--- src/sv/spm_pkg.sv ---
// Shared constants, types and codes for the shortest path matrix block.
`timescale 1ns / 1ps
package spm_pkg;

  localparam int MAX_NODES   = 16;
  localparam int WEIGHT_BITS = 16;
  localparam int DIST_BITS   = 20;
  localparam int NODE_BITS   = $clog2(MAX_NODES);
  localparam int CNT_BITS    = $clog2(MAX_NODES + 1);
  localparam int ADDR_BITS   = $clog2(MAX_NODES * MAX_NODES);
  localparam int SUM_BITS    = ((DIST_BITS > WEIGHT_BITS) ? DIST_BITS : WEIGHT_BITS) + 1;

  localparam logic [DIST_BITS-1:0] DIST_LIMIT = '1;

  localparam logic [4:0] NODE_COUNT_RESET = 5'd16;

  // Register index, taken from the word address of the configuration port.
  localparam logic CFG_NODE_COUNT = 1'b0;

  localparam logic REQ_WRITE = 1'b0;
  localparam logic REQ_QUERY = 1'b1;

  typedef enum logic [1:0] {
    S_IDLE,
    S_SCAN,
    S_RELAX,
    S_DONE
  } search_state_t;

  typedef struct packed {
    logic                 go;
    logic                 bad;
    logic [NODE_BITS-1:0] src;
    logic [NODE_BITS-1:0] dst;
    logic [CNT_BITS-1:0]  cnt;
  } search_cmd_t;

  typedef struct packed {
    logic                 busy;
    logic                 done;
    logic [DIST_BITS-1:0] distance;
    logic                 reach;
  } search_res_t;

endpackage

--- src/sv/spm_wstore.sv ---
// Edge weight memory with one valid bit per entry, cleared at reset.
`timescale 1ns / 1ps
module spm_wstore
  import spm_pkg::*;
(
  input  logic                   clk,
  input  logic                   rst,
  input  logic                   wr_en,
  input  logic [ADDR_BITS-1:0]   wr_addr,
  input  logic [WEIGHT_BITS-1:0] wr_data,
  input  logic [ADDR_BITS-1:0]   rd_addr,
  output logic [WEIGHT_BITS-1:0] rd_data
);

  localparam int DEPTH = MAX_NODES * MAX_NODES;

  logic [WEIGHT_BITS-1:0] mem [DEPTH];
  logic [DEPTH-1:0]       valid;

  always_ff @(posedge clk) begin
    if (wr_en) begin
      mem[wr_addr] <= wr_data;
    end
  end

  always_ff @(posedge clk) begin
    if (rst) begin
      valid <= '0;
    end else if (wr_en) begin
      valid[wr_addr] <= 1'b1;
    end
  end

  // An entry never written reads as no edge.
  always_ff @(posedge clk) begin
    rd_data <= valid[rd_addr] ? mem[rd_addr] : '0;
  end

endmodule

--- src/sv/spm_alu.sv ---
// Shared saturating add and less-than compare used by node selection and relaxation.
`timescale 1ns / 1ps
module spm_alu
  import spm_pkg::*;
(
  input  logic [DIST_BITS-1:0]   a,
  input  logic [WEIGHT_BITS-1:0] w,
  input  logic [DIST_BITS-1:0]   b,
  output logic [DIST_BITS-1:0]   sum,
  output logic                   less
);

  logic [SUM_BITS-1:0] raw;

  always_comb begin
    raw  = SUM_BITS'(a) + SUM_BITS'(w);
    sum  = (raw > SUM_BITS'(DIST_LIMIT)) ? DIST_LIMIT : raw[DIST_BITS-1:0];
    less = sum < b;
  end

endmodule

--- src/sv/spm_search.sv ---
// Search sequencer: alternates a least-distance scan and an edge relaxation pass.
`timescale 1ns / 1ps
module spm_search
  import spm_pkg::*;
(
  input  logic                   clk,
  input  logic                   rst,
  input  search_cmd_t            cmd,
  input  logic                   res_take,
  output logic [ADDR_BITS-1:0]   rd_addr,
  input  logic [WEIGHT_BITS-1:0] rd_data,
  output search_res_t            res
);

  search_state_t state, state_next;

  logic [DIST_BITS-1:0] node_dist [MAX_NODES];
  logic [MAX_NODES-1:0] settled;
  logic [MAX_NODES-1:0] known;
  logic [CNT_BITS-1:0]  idx;
  logic                 found;
  logic [NODE_BITS-1:0] pick;
  logic [DIST_BITS-1:0] pick_dist;
  logic                 upd_valid;
  logic [NODE_BITS-1:0] upd_idx;
  logic                 bad;
  logic [NODE_BITS-1:0] dst;
  logic [CNT_BITS-1:0]  cnt;

  logic [NODE_BITS-1:0]   cur;
  logic                   at_end;
  logic                   cand;
  logic [DIST_BITS-1:0]   alu_a;
  logic [WEIGHT_BITS-1:0] alu_w;
  logic [DIST_BITS-1:0]   alu_b;
  logic [DIST_BITS-1:0]   alu_sum;
  logic                   alu_less;
  logic                   relax_hit;

  assign cur    = idx[NODE_BITS-1:0];
  assign at_end = (idx == cnt);

  // During the scan the unit compares a candidate with the best so far;
  // during relaxation it adds the edge weight and compares with the target.
  always_comb begin
    if (state == S_SCAN) begin
      alu_a = node_dist[cur];
      alu_w = '0;
      alu_b = pick_dist;
    end else begin
      alu_a = pick_dist;
      alu_w = rd_data;
      alu_b = node_dist[upd_idx];
    end
  end

  spm_alu u_alu (
    .a    (alu_a),
    .w    (alu_w),
    .b    (alu_b),
    .sum  (alu_sum),
    .less (alu_less)
  );

  assign cand = known[cur] && !settled[cur] && (!found || alu_less);
  assign relax_hit = upd_valid && (rd_data != '0) && !settled[upd_idx] &&
                     (!known[upd_idx] || alu_less);
  assign rd_addr = ADDR_BITS'(pick) * ADDR_BITS'(MAX_NODES) + ADDR_BITS'(cur);

  always_ff @(posedge clk) begin
    if (rst) begin
      state <= S_IDLE;
    end else begin
      state <= state_next;
    end
  end

  always_comb begin
    state_next = state;
    unique case (state)
      S_IDLE: begin
        if (cmd.go) begin
          state_next = cmd.bad ? S_DONE : S_SCAN;
        end
      end
      S_SCAN: begin
        if (at_end) begin
          if (!found || pick == dst) begin
            state_next = S_DONE;
          end else begin
            state_next = S_RELAX;
          end
        end
      end
      S_RELAX: begin
        if (at_end && !upd_valid) begin
          state_next = S_SCAN;
        end
      end
      S_DONE: begin
        if (res_take) begin
          state_next = S_IDLE;
        end
      end
      default: state_next = S_IDLE;
    endcase
  end

  always_ff @(posedge clk) begin
    unique case (state)
      S_IDLE: begin
        if (cmd.go) begin
          bad       <= cmd.bad;
          dst       <= cmd.dst;
          cnt       <= cmd.cnt;
          settled   <= '0;
          known     <= MAX_NODES'(1) << cmd.src;
          node_dist[cmd.src] <= '0;
          idx       <= '0;
          found     <= 1'b0;
          upd_valid <= 1'b0;
        end
      end
      S_SCAN: begin
        if (!at_end) begin
          if (cand) begin
            pick      <= cur;
            pick_dist <= node_dist[cur];
            found     <= 1'b1;
          end
          idx <= idx + CNT_BITS'(1);
        end else begin
          if (found) begin
            settled[pick] <= 1'b1;
          end
          idx <= '0;
        end
      end
      S_RELAX: begin
        if (!at_end) begin
          upd_valid <= 1'b1;
          upd_idx   <= cur;
          idx       <= idx + CNT_BITS'(1);
        end else begin
          upd_valid <= 1'b0;
          if (!upd_valid) begin
            idx   <= '0;
            found <= 1'b0;
          end
        end
        if (relax_hit) begin
          node_dist[upd_idx] <= alu_sum;
          known[upd_idx]     <= 1'b1;
        end
      end
      S_DONE: begin
      end
      default: begin
      end
    endcase
  end

  always_comb begin
    res.busy     = (state != S_IDLE);
    res.done     = (state == S_DONE);
    res.reach    = !bad && known[dst];
    res.distance = res.reach ? node_dist[dst] : '0;
  end

endmodule

--- src/sv/shortest_path_matrix.sv ---
// Shortest path block: register port, item handshake, result register and search core.
// An edge write item is stored when it is taken. A query item runs, for each node
// settled, a selection scan and a relaxation pass over the first count nodes, which
// share the single compare/add unit; the weight memory is read through one port. No
// new item is taken until the query result has been taken by the output register.
// Reset clears node_count to 16 and marks every weight entry as no edge.
`timescale 1ns / 1ps
module shortest_path_matrix
  import spm_pkg::*;
(
  input  logic        clk,
  input  logic        rst,
  input  logic        psel,
  input  logic        penable,
  input  logic        pwrite,
  input  logic [2:0]  paddr,
  input  logic [31:0] pwdata,
  output logic [31:0] prdata,
  output logic        pready,
  input  logic        in_valid,
  output logic        in_ready,
  input  logic        req_type,
  input  logic [3:0]  row_node,
  input  logic [3:0]  col_node,
  input  logic [15:0] edge_weight,
  input  logic [3:0]  start_node,
  input  logic [3:0]  finish_node,
  output logic        out_valid,
  input  logic        out_ready,
  output logic [19:0] path_distance,
  output logic        reachable
);

  logic [4:0]             node_count;
  logic [CNT_BITS-1:0]    cnt_eff;
  logic                   in_take;
  logic                   wr_en;
  logic [ADDR_BITS-1:0]   wr_addr;
  logic [ADDR_BITS-1:0]   rd_addr;
  logic [WEIGHT_BITS-1:0] rd_data;
  search_cmd_t            cmd;
  search_res_t            res;
  logic                   res_take;

  assign pready = 1'b1;

  always_ff @(posedge clk) begin
    if (rst) begin
      node_count <= NODE_COUNT_RESET;
    end else if (psel && penable && pwrite && pready && paddr[2] == CFG_NODE_COUNT) begin
      node_count <= pwdata[4:0];
    end
  end

  assign prdata = (paddr[2] == CFG_NODE_COUNT) ? {27'd0, node_count} : 32'd0;

  always_comb begin
    if (node_count == 5'd0) begin
      cnt_eff = CNT_BITS'(1);
    end else if (int'(node_count) > MAX_NODES) begin
      cnt_eff = CNT_BITS'(MAX_NODES);
    end else begin
      cnt_eff = CNT_BITS'(node_count);
    end
  end

  assign in_ready = !res.busy;
  assign in_take  = in_valid && in_ready;

  assign wr_en   = in_take && (req_type == REQ_WRITE) &&
                   (int'(row_node) < MAX_NODES) && (int'(col_node) < MAX_NODES);
  assign wr_addr = ADDR_BITS'(row_node) * ADDR_BITS'(MAX_NODES) + ADDR_BITS'(col_node);

  spm_wstore u_wstore (
    .clk     (clk),
    .rst     (rst),
    .wr_en   (wr_en),
    .wr_addr (wr_addr),
    .wr_data (WEIGHT_BITS'(edge_weight)),
    .rd_addr (rd_addr),
    .rd_data (rd_data)
  );

  always_comb begin
    cmd.go  = in_take && (req_type == REQ_QUERY);
    cmd.bad = (int'(start_node) >= int'(cnt_eff)) || (int'(finish_node) >= int'(cnt_eff));
    cmd.src = NODE_BITS'(start_node);
    cmd.dst = NODE_BITS'(finish_node);
    cmd.cnt = cnt_eff;
  end

  spm_search u_search (
    .clk      (clk),
    .rst      (rst),
    .cmd      (cmd),
    .res_take (res_take),
    .rd_addr  (rd_addr),
    .rd_data  (rd_data),
    .res      (res)
  );

  assign res_take = res.done && (!out_valid || out_ready);

  always_ff @(posedge clk) begin
    if (rst) begin
      out_valid <= 1'b0;
    end else if (res_take) begin
      out_valid <= 1'b1;
    end else if (out_ready) begin
      out_valid <= 1'b0;
    end
  end

  always_ff @(posedge clk) begin
    if (res_take) begin
      path_distance <= res.distance;
      reachable     <= res.reach;
    end
  end

endmodule
--- config.mk ---
export PLATFORM = sky130hd
export DESIGN_NAME = shortest_path_matrix
export DESIGN_NICKNAME = d
export VERILOG_FILES = /design/src/sv/spm_pkg.sv /design/src/sv/spm_wstore.sv /design/src/sv/spm_alu.sv /design/src/sv/spm_search.sv /design/src/sv/shortest_path_matrix.sv
export SDC_FILE = /design/constraint.sdc
export NUM_CORES = 2
export LEC_CHECK = 0
export BUFFER_PORTS_ARGS = -buffer_cell sky130_fd_sc_hd__buf_2
export CAP_MARGIN = 20
export CORE_MARGIN = 5
export CORE_UTILIZATION = 25
export CTS_CLUSTER_DIAMETER = 120
export DETAILED_ROUTE_END_ITERATION = 8
export RECOVER_POWER = 100
export SLEW_MARGIN = 10
export SYNTH_ARGS = -nofsm -noshare
export SYNTH_HDL_FRONTEND = slang
export SYNTH_MEMORY_MAX_BITS = 65536
export SYNTH_SLANG_ARGS = --single-unit
--- constraint.sdc ---
create_clock -name clk -period 8.4 [get_ports clk]
set_input_delay 0 -clock clk [delete_from_list [all_inputs] [get_ports clk]]
set_output_delay 0 -clock clk [all_outputs]
set_load 0.03 [all_outputs]
==> impl_results.md <==
- Detail Route Antenna Nets: 0
- Data required time at the worst endpoint: just over 9 ns
- Asr flop ratio synth: 0%
- Overflow after GRT: 0
- Worst Skew: 0.125 ns
- CTS tree: yes
- Pwr dens: between 300 and 400 nW/um^2
- Total power: 66.5 mW
- Fin area: 221000 um^2
- Slew Limit Fails: 5380
- WL/cell: approximately 27 um
- Synth Instances: between 8000 and 9000
- Hold_ws: roughly 0.026 ns
- Final setup vio count: 0
- Failing checks: capacitance limit, slew limit
- Full die area: 785000 um^2
- Post-CTS Hold Buffers: 72
- Hold Fails Final Rpt: 0
- TritonCTS sink count: 4802
- Num rows: about 320
- YS warnings: 0
- Synth cell types: 81
- Core Footprint: around 760000 um^2
- Worst-Skew Late Latency: about 1.1 ns
- Port-buffer cells: 73
- Largest net degree at the start of global routing: 205
- Detail Placement HPWL: about 330000 um
- Cell Area, Synth: 192000 um^2
- First-pass GRT wire length: 747000 um
- Number of global-route vias before repair: roughly 94000
- Initial Util: between 20% and 30%
- Max Root-Sink Buffers: 4
- Period utilization: between 90% and 100%
- Commonest non-fill, non-tap cell in the layout: edfxtp_1
- Main synth FF type: edfxtp_1
- Drt drc: 0
- HP Class: in -> reg
- Via count: around 96000
- H-Tree Depth: 5
- VDD IR-drop max: 0.240 mV
- 1st-iter DRT viols: 12600
- Crit path kind: reg -> reg
- Area Overhead vs Synth: 15.4%
- CP max FO: 49
- Outcome: finished, violations left
- GPL Wtd Cong: around 0.9
- Ports: 131
- EDFF count, synth: between 4000 and 5000
- Setup Fix Bufs, Post-CTS: 0
- Slew HR: -319%
- Leakage: ~66 nW
- Height of the die: around 900 um
- Seq/Total Area, Yosys: 73.7%
- Critical Path End Type: register
- Commonest cells after routing, fill and taps aside: 4514 x edfxtp_1, 1648 x mux4_2, 716 x nor2_1
- Post-Route WL: about 530000 um
- Layout cells sized above 1: between 20% and 30%
- Area of the multi-input gates: around 48000 um^2
- Filler Cell Count: between 70000 and 80000
- Maximum Capacitance Violations: approximately 130
- Minimum clock period: about 8.3 ns
- GRT Util Overall: a little over an eighth
- Max frequency: 0.120 GHz
- Register area: between 100000 and 150000 um^2
- Worst setup SP type: register
- Yosys reg bits: 4802
- Pre-Repair DR Iteration Count: 5
- Post-DP Area: between 200000 and 250000 um^2
- TritonCTS buffer count: 458
- Avg Cell Area, Syn: between 20 and 25 um^2
- Nets: approximately 9600
- Clock Pin Slew Worst Setup and Hold Paths: 0.06 ns
- CP arrival: between 9 and 10 ns
- Clock root buffer: clkbuf_16
- RSZ-0062 raised after global routing: false
- # resized after CTS: 0
- DIE WIDTH: ~900 um
- Antenna violations before repair: 47
- Setup TNS: 0 ns
- Actual slew at the worst max-slew pin: 6.29 ns
- Via density: about 4.8
cell usage after synthesis (46+ instances only):
cell / number / area share, %
ha_1: 48 / 0.31
mux4_2: 1648 / 19
buf_1: 68 / 0.13
nand3_1: 64 / 0.17
clkbuf_1: 241 / 0.47
dfxtp_1: 288 / 3.0
mux2i_1: 101 / 0.53
buf_2: 126 / 0.33
a21oi_1: 78 / 0.20
buf_4: 62 / 0.24
nand2_1: 123 / 0.24
nor2_1: 819 / 1.6
nor2b_1: 84 / 0.27
o21ai_0: 46 / 0.12
a22oi_1: 54 / 0.21
edfxtp_1: 4514 / 71
report_power, final:
group | total [mW] | switching (mW) | internal [mW]
clock | 20.6 | 9.16 | 11.5
combinational | 19.0 | 10.8 | 8.17
sequential | 26.9 | 0.350 | 26.5
total | 66.5 | 20.3 | 46.2
state kept, by name (all words and copies together), names as in the netlist, 2 cells and up, named ones only:
register and count:
node_count 5, path_distance 20, u_search.cnt 5, u_search.dst 4, u_search.idx 5, u_search.known 16, u_search.node_dist 320, u_search.pick 4
u_search.pick_dist 20, u_search.settled 16, u_search.state 2, u_search.upd_idx 4, u_wstore.mem 4096, u_wstore.rd_data 16, u_wstore.valid 256
worst paths after layout:
kind	start	to	slack, ns	cells after the start
worst max register to register	u_search.idx[3]	u_wstore.rd_data[1]	0.05	11
worst min-delay path	rst	u_wstore.valid[33]	0.03	3
worst min register to register	u_wstore.valid[206]	u_wstore.valid[206]	0.46	2
worst max-delay path	u_search.idx[3]	u_wstore.rd_data[1]	0.05	11
routing by layer:
| layer | track usage [%] | up-vias | wire, um |
|---|---|---|---|
| met2 | 20.2 | 4674 | 241000 |
| met1 | 18.2 | 51800 | 217000 |
| met5 | 0 | - | 209 |
| li1 | - | 38500 | - |
| met4 | 3.81 | 34 | 19400 |
| met3 | 3.37 | 914 | 55900 |
critical path, stage by stage, from the launching register on:
cell,delay [ns]
edfxtp_1,0.40
clkbuf_1,3.77
buf_4,0.81
nor2_2,0.07
buf_4,0.32
a22o_1,0.24
a221oi_1,0.24
buf_4,0.24
o22ai_1,0.10
a211oi_2,1.12
nor3_1,0.43
buf_4,0.32
through the flow:
stage          util [%]  instances  worst slack [ns]
5_1_grt            29.0      20000            0.0588
2_1_floorplan         -       8915             0.130
3_5_place_dp       27.2      19100             0.440
6_report           29.0      20000            0.0536
4_1_cts            29.2      20000             0.394
3_3_place_gp       27.1      19100             0.409
area by class of cell:
| type | instances | area share (%) |
|---|---|---|
| Sequential cell | 4802 | 63.8 |
| Multi-Input combinational cell | 3535 | 21.8 |
| Tap cell | 10200 | 5.75 |
| Clock buffer | 611 | 5.63 |
| Timing Repair Buffer | 630 | 1.85 |
| Clock inverter | 247 | 1.10 |
| Inverter | 36 | 0.0610 |
| Antenna cell | 11 | 0.0124 |
cells by family after synthesis:
family,share of synthesized area (%)
compound gates,1.52
mux,20.1
simple gates,2.80
fa+ha+maj,0.324
buf+inv,1.53
xor+xnor,0.100
flops,73.7
other cells,0.00391
Note: power is estimated with default switching activity, not from simulation.
